`src/hdl/rcm_pkg.sv`:
```
// Package for the mod-65535 recurrence checksum block.
// Holds the term, index and state types and the recurrence constants.
// Depends on nothing.
package rcm_pkg;

  localparam int TERM_W       = 16;
  localparam int IDX_W        = 8;
  localparam int BYTE_W       = 8;
  localparam int WEIGHT_A     = 17;
  localparam int WEIGHT_B     = 31;
  localparam int FIRST_OFFSET = 7;
  localparam logic [TERM_W-1:0] TERM_MOD = 16'hFFFF;

  typedef logic [TERM_W-1:0] term_t;
  typedef logic [IDX_W-1:0]  idx_t;
  typedef logic [BYTE_W-1:0] byte_t;

  typedef struct packed {
    term_t older;
    term_t newer;
    idx_t  index;
  } rcm_state_t;

endpackage

```
`src/hdl/rcm_term_calc.sv`:
```
// Next-state logic of the checksum recurrence: weights, two products,
// signed difference folded mod 65535 with the unsigned wrap correction.
// Depends on rcm_pkg.
module rcm_term_calc (
  input  rcm_pkg::rcm_state_t state_cur,
  input  rcm_pkg::byte_t      data_byte,
  input  logic                first_byte,
  output rcm_pkg::rcm_state_t state_nxt
);
  import rcm_pkg::*;

  logic [12:0] a_prod;
  logic [12:0] b_prod;
  logic [8:0]  mult_l;
  logic [24:0] plus_v;
  logic [24:0] minus_v;
  logic [24:0] diff_v;
  logic        neg;
  logic [16:0] fold_v;
  term_t       resid;
  term_t       term_v;

  assign a_prod  = {5'd0, state_cur.index} * 13'(WEIGHT_A);
  assign b_prod  = {5'd0, state_cur.index} * 13'(WEIGHT_B);
  assign mult_l  = {1'b0, data_byte} + {1'b0, a_prod[7:0]};
  assign plus_v  = {16'd0, mult_l} * {9'd0, state_cur.newer};
  assign minus_v = {17'd0, b_prod[7:0]} * {9'd0, state_cur.older};
  assign neg     = plus_v < minus_v;
  assign diff_v  = neg ? (minus_v - plus_v) : (plus_v - minus_v);
  assign fold_v  = {8'd0, diff_v[24:16]} + {1'b0, diff_v[15:0]};

  always_comb begin
    if (fold_v >= {1'b0, TERM_MOD}) begin
      resid = 16'(fold_v - {1'b0, TERM_MOD});
    end else begin
      resid = fold_v[15:0];
    end
    if (!neg) begin
      term_v = resid;
    end else if (resid <= 16'd1) begin
      term_v = 16'd1 - resid;
    end else begin
      term_v = 16'(17'h10000 - {1'b0, resid});
    end
  end

  always_comb begin
    if (first_byte) begin
      state_nxt.older = 16'd1;
      state_nxt.newer = {8'd0, data_byte} + 16'(FIRST_OFFSET);
      state_nxt.index = 8'd1;
    end else begin
      state_nxt.older = state_cur.newer;
      state_nxt.newer = term_v;
      state_nxt.index = state_cur.index + 8'd1;
    end
  end

endmodule

```
`src/hdl/rcm_out_reg.sv`:
```
// Output register of the checksum block with valid/stall handshake.
// Loads a finished checksum and holds it until the transaction completes.
// Depends on rcm_pkg.
module rcm_out_reg (
  input  logic          clk,
  input  logic          rst_n,
  input  logic          load,
  input  rcm_pkg::term_t load_value,
  input  logic          out_stall,
  output logic          out_valid,
  output rcm_pkg::term_t out_checksum
);
  import rcm_pkg::*;

  logic  valid_r;
  logic  valid_nxt;
  term_t value_r;

  always_comb begin
    priority if (load) begin
      valid_nxt = 1'b1;
    end else if (valid_r && !out_stall) begin
      valid_nxt = 1'b0;
    end else begin
      valid_nxt = valid_r;
    end
  end

  always_ff @(posedge clk) begin
    if (!rst_n) begin
      valid_r <= 1'b0;
    end else begin
      valid_r <= valid_nxt;
    end
  end

  always_ff @(posedge clk) begin
    if (load) begin
      value_r <= load_value;
    end
  end

  assign out_valid    = valid_r;
  assign out_checksum = value_r;

endmodule

```
`src/hdl/recurrence_checksum_mod65535.sv`:
```
// A last-marked byte is held in s1, then its checksum loads the output register.
// Throughput: one byte per cycle; the term unit updates the two terms and the
// index combinationally, so each byte sees the state left by the one before.
// Only a last-marked byte waiting on a stalled output register stalls input.
// Reset (rst_n low, synchronous): terms to 1, index to 0, no byte or result held.
module recurrence_checksum_mod65535 (
  input  logic           clk,
  input  logic           rst_n,
  input  logic           in_valid,
  output logic           in_stall,
  input  rcm_pkg::byte_t in_data_byte,
  input  logic           in_first_byte,
  input  logic           in_last_byte,
  output logic           out_valid,
  input  logic           out_stall,
  output rcm_pkg::term_t out_checksum
);
  import rcm_pkg::*;

  logic       s1_valid_r;
  logic       s1_valid_nxt;
  byte_t      s1_byte_r;
  logic       s1_first_r;
  logic       s1_last_r;
  logic       s1_go;
  logic       in_take;
  rcm_state_t state_r;
  rcm_state_t state_nxt;

  assign s1_go    = s1_valid_r && !(s1_last_r && out_valid && out_stall);
  assign in_stall = s1_valid_r && !s1_go;
  assign in_take  = in_valid && !in_stall;

  always_comb begin
    priority if (in_take) begin
      s1_valid_nxt = 1'b1;
    end else if (s1_go) begin
      s1_valid_nxt = 1'b0;
    end else begin
      s1_valid_nxt = s1_valid_r;
    end
  end

  always_ff @(posedge clk) begin
    if (!rst_n) begin
      s1_valid_r <= 1'b0;
      state_r    <= '{older: 16'd1, newer: 16'd1, index: 8'd0};
    end else begin
      s1_valid_r <= s1_valid_nxt;
      if (s1_go) begin
        state_r <= state_nxt;
      end
    end
  end

  always_ff @(posedge clk) begin
    if (in_take) begin
      s1_byte_r  <= in_data_byte;
      s1_first_r <= in_first_byte;
      s1_last_r  <= in_last_byte;
    end
  end

  rcm_term_calc u_term (
    .state_cur  (state_r),
    .data_byte  (s1_byte_r),
    .first_byte (s1_first_r),
    .state_nxt  (state_nxt)
  );

  rcm_out_reg u_out (
    .clk          (clk),
    .rst_n        (rst_n),
    .load         (s1_go && s1_last_r),
    .load_value   (state_nxt.newer),
    .out_stall    (out_stall),
    .out_valid    (out_valid),
    .out_checksum (out_checksum)
  );

endmodule

```
`config.mk`:
```
export PLATFORM = sky130hd
export DESIGN_NAME = recurrence_checksum_mod65535
export DESIGN_NICKNAME = d
export VERILOG_FILES = /design/src/hdl/rcm_pkg.sv /design/src/hdl/rcm_term_calc.sv /design/src/hdl/rcm_out_reg.sv /design/src/hdl/recurrence_checksum_mod65535.sv
export SDC_FILE = /design/constraint.sdc
export NUM_CORES = 1
export LEC_CHECK = 0
export BUFFER_PORTS_ARGS = -buffer_cell sky130_fd_sc_hd__buf_2
export CAP_MARGIN = 20
export CORE_MARGIN = 8
export CORE_UTILIZATION = 65
export DETAILED_ROUTE_END_ITERATION = 10
export MAX_ROUTING_LAYER = met4
export PLACE_DENSITY = 0.82
export REMOVE_ABC_BUFFERS = 1
export SKIP_CTS_REPAIR_TIMING = 1
export SLEW_MARGIN = 20
export SYNTH_ARGS = -nofsm -noshare
export SYNTH_HDL_FRONTEND = slang
export SYNTH_SLANG_ARGS = --single-unit
```
`constraint.sdc`:
```
create_clock -name clk -period 17.69 [get_ports clk]
set_clock_uncertainty 0.15 [all_clocks]
set_input_delay 2.6535 -clock clk [delete_from_list [all_inputs] [get_ports clk]]
set_output_delay 2.6535 -clock clk [all_outputs]
set_load 0.02 [all_outputs]
```
After elaboration in Yosys (flattened, before gate mapping) --
Cells that the tools add are included.
Storage, ports and cells: bits in registers 68, input bits 14, output and inout port bits 18, word-level logic and storage cells 47
Operators by class: $add $sub $neg 9, multiply operators 4, $lt $le $gt $ge 3, muxes and demuxes 9, reduce and logical (&&, ||, !) cells 13
Operators by type and width (number):
- $mux W16 | 3
- $mux W40 | 1
- $sub A1 B16 Y16 const A | 2
- $lt A25 B24 Y1 | 1
- $mul A9 B16 Y25 | 1
- $mux W25 | 1
- $sub A24 B25 Y25 | 1
- $sub A25 B24 Y25 | 1
- $mul A8 B16 Y24 | 1
- $add A9 B16 Y17 | 1
- $ge A17 B16 Y1 const B | 1
- $le A16 B1 Y1 const B | 1
- $mul A8 B5 Y8 const B | 2
- $sub A16 B16 Y16 const B | 1
- $add A8 B3 Y9 const B | 1
- $add A8 B8 Y9 | 1
- $add A8 B1 Y8 const B | 1
- $logic_and A1 B1 Y1 | 7
- $logic_not A1 Y1 | 4
- $mux W1 | 4
- $reduce_bool A2 Y1 | 2

Depth between registers and ports, before layout --
Gate-level depths: netlist (run 1).
depth in word-level cells 12, depth in mapped cells 74, depth with buffers taken out 68

Cells and area by module --
From an unflattened synthesis (run 1), not the netlist that was laid out.
Unflattened totals: cell total of the unflattened synthesis 2043, area total of the unflattened synthesis 16768.6 µm²
Modules (own cells, without submodules):
- rcm_term_calc | instances 1, cells an instance 1832, area an instance 14266.2 µm², seq. area each 0.0 µm²
- recurrence_checksum_mod65535 | instances 1, cells an instance 192, area an instance 1990.7 µm², seq. area each 1121.1 µm²
- rcm_out_reg | instances 1, cells an instance 19, area an instance 511.7 µm², seq. area each 500.5 µm²

Worst setup path after synthesis (run 1) --
Ideal clock, no wire load.
path type reg2reg, from reg state_r[1] (netlist bit), to reg u_out.value_r[2] (netlist: u_out.out_checksum[2]) (data pin), library setup time 270 ps, arrival time 15290 ps, required time 17270 ps, slack 1979 ps, stages on the path, launching flop included 70, path buffers 6, period minus slack after synthesis 15711 ps, cell sequence dfxtp_1 inv_1 fa_1 inv_1 fa_1 inv_1 fa_1 inv_1 ha_1 inv_1 o21bai_1 a21oi_1 xnor2_1 clkbuf_1 nand2_1 fa_1 fa_1 fa_1 [... 34 more ...] o31a_1 o21ai_0 nand2b_1 xor2_1 o211a_1 nand3b_1 a211oi_2 o2111a_1 buf_2 nand2_1 xnor2_1 ha_1 a311oi_1 or4_4 buf_6 or3_1 a41oi_2 a21oi_1
RTL lines:
- start: declaration | line recurrence_checksum_mod65535.sv:27 | rcm_state_t state_r;
- start signal: assignment | line recurrence_checksum_mod65535.sv:47 | state_r <= '{older: 16'd1, newer: 16'd1, index: 8'd0};
- start signal: assignment | line recurrence_checksum_mod65535.sv:51 | state_r <= state_nxt;
- end signal: assignment | line rcm_out_reg.sv:39 | value_r <= load_value;
- end: declaration | line rcm_out_reg.sv:17 | term_t value_r;

==> summary.txt, run 1 <==
Clock network
  – Clock latency on the worst-skew pair: 0.34 ns
  – Worst-path clk slew: 0.06 ns
  – H-tree depth: 3
  – CTS tree: done
  – Clock sinks: 68
  – Root Buffer: clkbuf_16
  – Clock Tree Buf Depth: 2
  – TritonCTS Buffers: 9

Floorplan
  – Starting Density: 65.3%
  – I/O Pins: 32
  – Die Width: 174 um
  – Die H: 174 um
  – Row cnt: 58
  – Core ar.: 24900 um2
  – Die area: 30300 um2

Timing
  – # setup viols final: 0
  – Worst Max-Slew Pin Slew: 0.942 ns
  – Fin crit period: 16.22 ns
  – Max-slew headroom: 36.4%
  – RSZ-0062 raised after global routing: no
  – Maximum clock frequency: 61.6 MHz
  – Max Slew Vio Count: 0
  – Setup TNS Final: 0 ns
  – Fin crit share: 91.7%
  – PnR worst setup slack: 1.47 ns
  – Endpoints failing hold: 0

Logic synthesis
  – Synth area leader: fa_1
  – Post-synthesis cell area: 16200 um2
  – Syn Area/Cell: 8.17 um2
  – Post-synthesis cell type count: 88
  – Primary FF master, synth: dfxtp_1
  – Ranking of synthesized cells by area: fa_1 24%, ha_1 13%, inv_1 7.4%
  – Most frequent cells after synthesis: 322 x inv_1, 232 x nand2_1, 198 x fa_1
  – Synthesis Warnings: 0
  – Top-count cell post-synth: inv_1
  – Number of synthesized flops with an enable pin: 26
  – Post-synthesis sequential area ratio: 9.98%
  – Seq cells post-synth: 68
  – Top cell type's share of synthesized area: 24.4%
  – Mapped Cells: 1990
  – Post-synth ARST share: 0%

Critical path
  – Reg2Reg Setup Slack: 1.47 ns
  – CP Launch Point: state_r[1]$_SDFFE_PN0P_
  – CP Capture Type: register
  – Arr. time, crit path: 16.15 ns
  – Most used cell, CP: a21oi_1
  – CP Max Fanout: 18
  – Required @ worst endpoint: 17.61 ns
  – Slowest cell on the critical path: a2111oi_1
  – Worst path max stage delay: 0.61 ns
  – Worst-case reg-to-reg path depth: 65
  – R2R Path Start: state_r[1]$_SDFFE_PN0P_
  – Setup CP Type: reg2reg
  – Critical path launch point type: register
  – Crit path to: u_out.out_checksum[2]$_DFFE_PP_
  – Critical R2R Capture: u_out.out_checksum[2]$_DFFE_PP_

Outcome
  – Outcome: finished, final reports clean

Detailed routing
  – Overall routed net length: 44.6 mm
  – Final ANT Viol Nets: 0
  – Drt drc: 0
  – DRT Pass-1 Iters: 5
  – DR vias: 14100
  – WL/cell: 19.3 um
  – Initial DRC count: 1158
  – Vias per cell: 6.09

Final layout
  – Post-layout nets: 2366
  – P&R area growth vs syn: 4.71%
  – Multi-input logic area: 13200 um2
  – N_diodes: 0
  – FF/Latch Area: 1620 um2
  – Filler cell count: 2029
  – Share of layout cells above drive strength 1: 5.44%

Placement
  – # port buffers: 31
  – Place WS: 0.922 ns
  – Gpl congestion: 0.980
  – Post-detail-place hpwl: 36.4 mm

Global routing
  – Tot GR Track Use: 30.3%
  – Gr ovfl total: 0
  – Largest net degree at the start of global routing: 30
  – Vias in the first global route: 14400
  – Antenna violations before repair: 0
  – First-pass GRT wire length: 73.3 mm

Job
  – # Max-Cap Violations: 0

Min path
  – Min-delay worst type: reg2reg
## layout make-up
cell class	count	area share, %
clock inverter	7	0.397
multi-input combinational	1524	77.3
timing repair buffer	53	1.88
clock buffer	9	1.32
tap	330	2.43
sequential	68	9.53
inverter	323	7.13
## registers in the layout, indices dropped and copies added (netlist names)
signal and flops:
state_r 40, u_out.out_checksum 16, s1_byte_r 8, s1_first_r 1, s1_last_r 1, s1_valid_r 1, u_out.out_valid 1
## critical path: cells and delay by family (launching register included)
kind | cells | cell delay, ns
multiplexers | 1 | 0.56
AO/OA/AOI/OAI | 27 | 5.22
flip-flops | 1 | 0.54
buffers and inverters | 8 | 0.66
XOR/XNOR | 3 | 0.42
AND/OR/NAND/NOR | 15 | 3.35
adder cells (fa/ha/maj) | 11 | 5.06
## worst min path at each step
stage | start | end | slack [ns] | depth (start not counted)
detailed placement | u_out.out_valid$_SDFFE_PN0P_ | u_out.out_valid$_SDFFE_PN0P_ | 0.39 | 2
floorplan | state_r[25]$_SDFFE_PN0P_ | state_r[25]$_SDFFE_PN0P_ | 0.34 | 2
global placement | u_out.out_valid$_SDFFE_PN0P_ | u_out.out_valid$_SDFFE_PN0P_ | 0.37 | 2
finish | u_out.out_valid$_SDFFE_PN0P_ | u_out.out_valid$_SDFFE_PN0P_ | 0.40 | 2
global route | u_out.out_valid$_SDFFE_PN0P_ | u_out.out_valid$_SDFFE_PN0P_ | 0.43 | 2
CTS | u_out.out_valid$_SDFFE_PN0P_ | u_out.out_valid$_SDFFE_PN0P_ | 0.40 | 2
## per-layer routing
metal,global-route usage (%),routed length (um)
met2,48.9,21000
met5,-,0
met4,11.0,1710
met3,3.12,3060
met1,39.2,18800
## cell families after synthesis
kind of cell / after synthesis / synth area share, %
simple gates: 632 / 19.2
buf+inv: 398 / 9.29
compound gates: 389 / 16.6
fa+ha+maj: 373 / 37.9
xor+xnor: 120 / 6.47
flops: 68 / 9.98
mux: 10 / 0.624
## layout by cell type (no fill, tap or decap), drive strengths merged, types with 41 or more instances in the layout
cell type	instances
inv	322
a21oi	118
nand2	232
nor2	98
o21ai	54
fa	198
ha	175
buf	53
xnor2	96
nand3	41
dfxtp	42
and2	141
## per-stage QoR
stage | hold WS (ns) | cells | instance area [um2] | util (%)
after floorplan | 0.343 | 1915 | 16000 | -
after global placement | 0.371 | 2298 | 16700 | 67.0
after detailed placement | 0.390 | 2298 | 16700 | 67.0
after CTS | 0.397 | 2314 | 17000 | 68.2
after global routing | 0.427 | 2314 | 17000 | 68.4
final | 0.400 | 2314 | 17000 | 68.4
Power of run 1 is not shown: default switching activity piles up to over one toggle a cycle in this logic, so the estimate is an artifact.
==> run 2: changes to the inputs <==
--- a/config.mk
+++ b/config.mk
@@ -17,4 +17,6 @@
 export SLEW_MARGIN = 20
 export SYNTH_ARGS = -nofsm -noshare
 export SYNTH_HDL_FRONTEND = slang
+export SYNTH_HIERARCHICAL = 1
 export SYNTH_SLANG_ARGS = --single-unit
+export TNS_END_PERCENT = 30
==> run 2 against run 1 <==
Compared with the run above:
- final cell count increased by 2.2%
- area after synthesis increased by 3.2%
- flip-flop and latch count stayed put
- register-to-register slack worse by 0.35 ns
- global-route usage decreased by 0.61 points
- cell area up 2.8%
- worst hold slack worse by 0.013 ns
- clock-buffer cell count grew 1
- worst setup slack worse by 0.35 ns
==> summary.txt, run 2 <==
Logic synthesis
  – Most frequent cells after synthesis: 313 x inv_1, 274 x nand2_1, 198 x fa_1 (was 322 x inv_1, 232 x nand2_1, 198 x fa_1)
  – Synthesis Warnings: 6 (was 0)
  – Top cell type's share of synthesized area: 23.6% (was 24.4%)
  – Post-synthesis xor/xnor area fraction: 6.10% (was 6.47%)
  – Mapped Cells: 2043 (was 1990)
  – Post-synth ARST share: 0% (unchanged)
  – Post-synthesis sequential area ratio: 9.67% (was 9.98%)
  – Number of synthesized flops with an enable pin: 26 (unchanged)
  – Top-count cell post-synth: inv_1 (unchanged)
  – Multiplexer area fraction after synthesis: 3.31% (was 0.624%)
  – Seq cells post-synth: 68 (unchanged)
  – Primary FF master, synth: dfxtp_1 (unchanged)
  – Ranking of synthesized cells by area: fa_1 24%, ha_1 13%, inv_1 7.0% (was fa_1 24%, ha_1 13%, inv_1 7.4%)
  – Syn Area/Cell: 8.21 um2 (was 8.17 um2)
  – Largest family of logic cells by synthesized area: adder cells (unchanged)
  – Post-synthesis cell area: 16800 um2 (was 16200 um2)
  – Synth Area in Compound Gates: 14.9% (was 16.6%)
  – Area share of fa/ha/maj cells after synthesis: 36.7% (was 37.9%)
  – Post-synthesis cell type count: 93 (was 88)
  – Simple-gate share of the synthesized area: 19.9% (was 19.2%)
  – Synth area leader: fa_1 (unchanged)

Floorplan
  – Die Width: 177 um (was 174 um)
  – Die H: 177 um (was 174 um)
  – Row cnt: 58 (unchanged)
  – Die area: 31200 um2 (was 30300 um2)
  – Core ar.: 25300 um2 (was 24900 um2)
  – I/O Pins: 32 (unchanged)
  – Starting Density: 66.4% (was 65.3%)

Detailed routing
  – WL/cell: 18.9 um (was 19.3 um)
  – Vias per cell: 6.02 (was 6.09)
  – DRT Pass-1 Iters: 6 (was 5)
  – Drt drc: 0 (unchanged)
  – Overall routed net length: 44.8 mm (was 44.6 mm)
  – Final ANT Viol Nets: 0 (unchanged)
  – Initial DRC count: 1124 (was 1158)
  – DR vias: 14200 (was 14100)

Clock network
  – Clock latency on the worst-skew pair: 0.35 ns (was 0.34 ns)
  – Clock sinks: 68 (unchanged)
  – TritonCTS Buffers: 9 (unchanged)
  – H-tree depth: 3 (unchanged)
  – CTS tree: done (unchanged)
  – Worst-path clk slew: 0.06 ns (about the same)
  – Clock Tree Buf Depth: 2 (unchanged)
  – Root Buffer: clkbuf_16 (unchanged)

Critical path
  – Worst path max stage delay: 0.55 ns (was 0.61 ns)
  – Reg2Reg Setup Slack: 1.12 ns (was 1.47 ns)
  – Critical path launch point type: register (unchanged)
  – Worst-case reg-to-reg path depth: 66 (was 65)
  – CP Max Fanout: 24 (was 18)
  – R2R Path Start: state_r[0]$_SDFFE_PN0P_ (was state_r[1]$_SDFFE_PN0P_)
  – Arr. time, crit path: 16.61 ns (was 16.15 ns)
  – CP Capture Type: register (unchanged)
  – Setup CP Type: reg2reg (unchanged)
  – Most used cell, CP: a21oi_1 (unchanged)
  – Critical R2R Capture: state_r[8]$_SDFFE_PN1P_ (was u_out.out_checksum[2]$_DFFE_PP_)
  – Required @ worst endpoint: 17.72 ns (was 17.61 ns)
  – Slowest cell on the critical path: fa_1 (was a2111oi_1)

Final layout
  – Largest Register: state_r (unchanged)
  – Most frequent cells in the layout: 313 x inv_1, 274 x nand2_1, 198 x fa_1 (was 322 x inv_1, 232 x nand2_1, 198 x fa_1)
  – P&R area growth vs syn: 4.30% (was 4.71%)
  – Largest register FFs: 40 (unchanged)
  – Share of layout cells above drive strength 1: 5.50% (was 5.44%)
  – Post-layout nets: 2417 (was 2366)
  – Most common cell after layout, fill and taps aside: inv_1 (unchanged)
  – Finished Cell Area: 17500 um2 (was 17000 um2)
  – N_diodes: 0 (unchanged)
  – Filler cell count: 2045 (was 2029)

Timing
  – Maximum clock frequency: 60.3 MHz (was 61.6 MHz)
  – Final hold slack: 0.388 ns (was 0.400 ns)
  – Max-slew headroom: 27.9% (was 36.4%)
  – Fin crit share: 93.7% (was 91.7%)
  – # setup viols final: 0 (unchanged)
  – Max Slew Vio Count: 0 (unchanged)
  – Worst Max-Slew Pin Slew: 1.08 ns (was 0.942 ns)
  – Setup TNS Final: 0 ns (unchanged)
  – Fin crit period: 16.57 ns (was 16.22 ns)
  – Endpoints failing hold: 0 (unchanged)

Global routing
  – Antenna violations before repair: 0 (unchanged)
  – Tot GR Track Use: 29.7% (was 30.3%)
  – Vias in the first global route: 14400 (about the same)
  – Gr ovfl total: 0 (unchanged)
  – First-pass GRT wire length: 73.0 mm (was 73.3 mm)
  – Largest net degree at the start of global routing: 49 (was 30)

Min path
  – Min-delay worst type: reg2reg (unchanged)
  – WHS Path Cells: 2 (unchanged)
  – WHS Endpoint: state_r[3]$_SDFFE_PN0P_ (was u_out.out_valid$_SDFFE_PN0P_)
  – Hold Startpoint: state_r[3]$_SDFFE_PN0P_ (was u_out.out_valid$_SDFFE_PN0P_)

Placement
  – Placed cell areas: 17100 um2 (was 16700 um2)
  – # port buffers: 31 (unchanged)
  – Gpl congestion: 1.01 (was 0.980)
  – Post-detail-place hpwl: 35.9 mm (was 36.4 mm)

Outcome
  – Outcome: finished, final reports clean (unchanged)

Job
  – # Max-Cap Violations: 0 (unchanged)
[run 2: through the flow]
| step | worst slack [ns] | utilization, % | std cells |
|---|---|---|---|
| after floorplan | 1.92 | - | 1965 |
| after global placement | 1.46 | 67.8 | 2349 |
| after detailed placement | 1.20 | 67.8 | 2349 |
| after CTS | 1.13 | 69.1 | 2365 |
| after global routing | -0.00396 | 69.3 | 2365 |
| final | 1.12 | 69.3 | 2365 |
[run 2: cells by family (layout without fill, tap and decap cells)]
kind of cell | count (synthesis) | after routing
adder cells (fa/ha/maj) | 373 | 373
multiplexers | 54 | 54
flip-flops | 68 | 68
buffers and inverters | 392 | 384
XOR/XNOR | 116 | 116
AO/OA/AOI/OAI | 366 | 366
AND/OR/NAND/NOR | 674 | 674
[run 2: how the worst max path moves through the flow]
stage / to / depth (start not counted) / startpoint
floorplan: state_r[15]$_SDFFE_PN0P_ / 64 / state_r[0]$_SDFFE_PN0P_
global placement: state_r[15]$_SDFFE_PN0P_ / 67 / state_r[1]$_SDFFE_PN0P_
detailed placement: state_r[15]$_SDFFE_PN0P_ / 70 / state_r[1]$_SDFFE_PN0P_
CTS: state_r[15]$_SDFFE_PN0P_ / 69 / state_r[1]$_SDFFE_PN0P_
global route: state_r[23]$_SDFFE_PN0P_ / 66 / state_r[0]$_SDFFE_PN0P_
finish: state_r[8]$_SDFFE_PN1P_ / 66 / state_r[0]$_SDFFE_PN0P_
[run 2: metal layers]
layer | track usage (%) | part of all wire, % | vias to the layer above
met5 | - | 0 | -
met2 | 49.2 | 49 | 477
met1 | 37.3 | 43 | 7035
met4 | 9.60 | 2.7 | 0
met3 | 3.80 | 5.5 | 71
li1 | - | - | 6653
[run 2: layout make-up]
| type | count | area [um2] | share of cell area, % |
|---|---|---|---|
| inverters | 314 | 1180 | 6.74 |
| repair buffers | 54 | 332 | 1.90 |
| clock inverters | 6 | 93.8 | 0.537 |
| clock buffers | 10 | 250 | 1.43 |
| well taps | 330 | 413 | 2.36 |
| multi-input cells | 1583 | 13600 | 77.7 |
| flip-flops and latches | 68 | 1630 | 9.29 |
[run 2: critical path: cells and delay by family, from the launching register on]
family                     cells  cell delay (ns)
xor gates and xnor gates       4             0.90
DFF                            1             0.48
adders and majority gates     12             5.05
AOI/OAI and AO/OA             32             6.71
buffers and inverters          7             0.90
and+or+nand+nor               11             2.17
Power of run 2 is left out for the same reason.
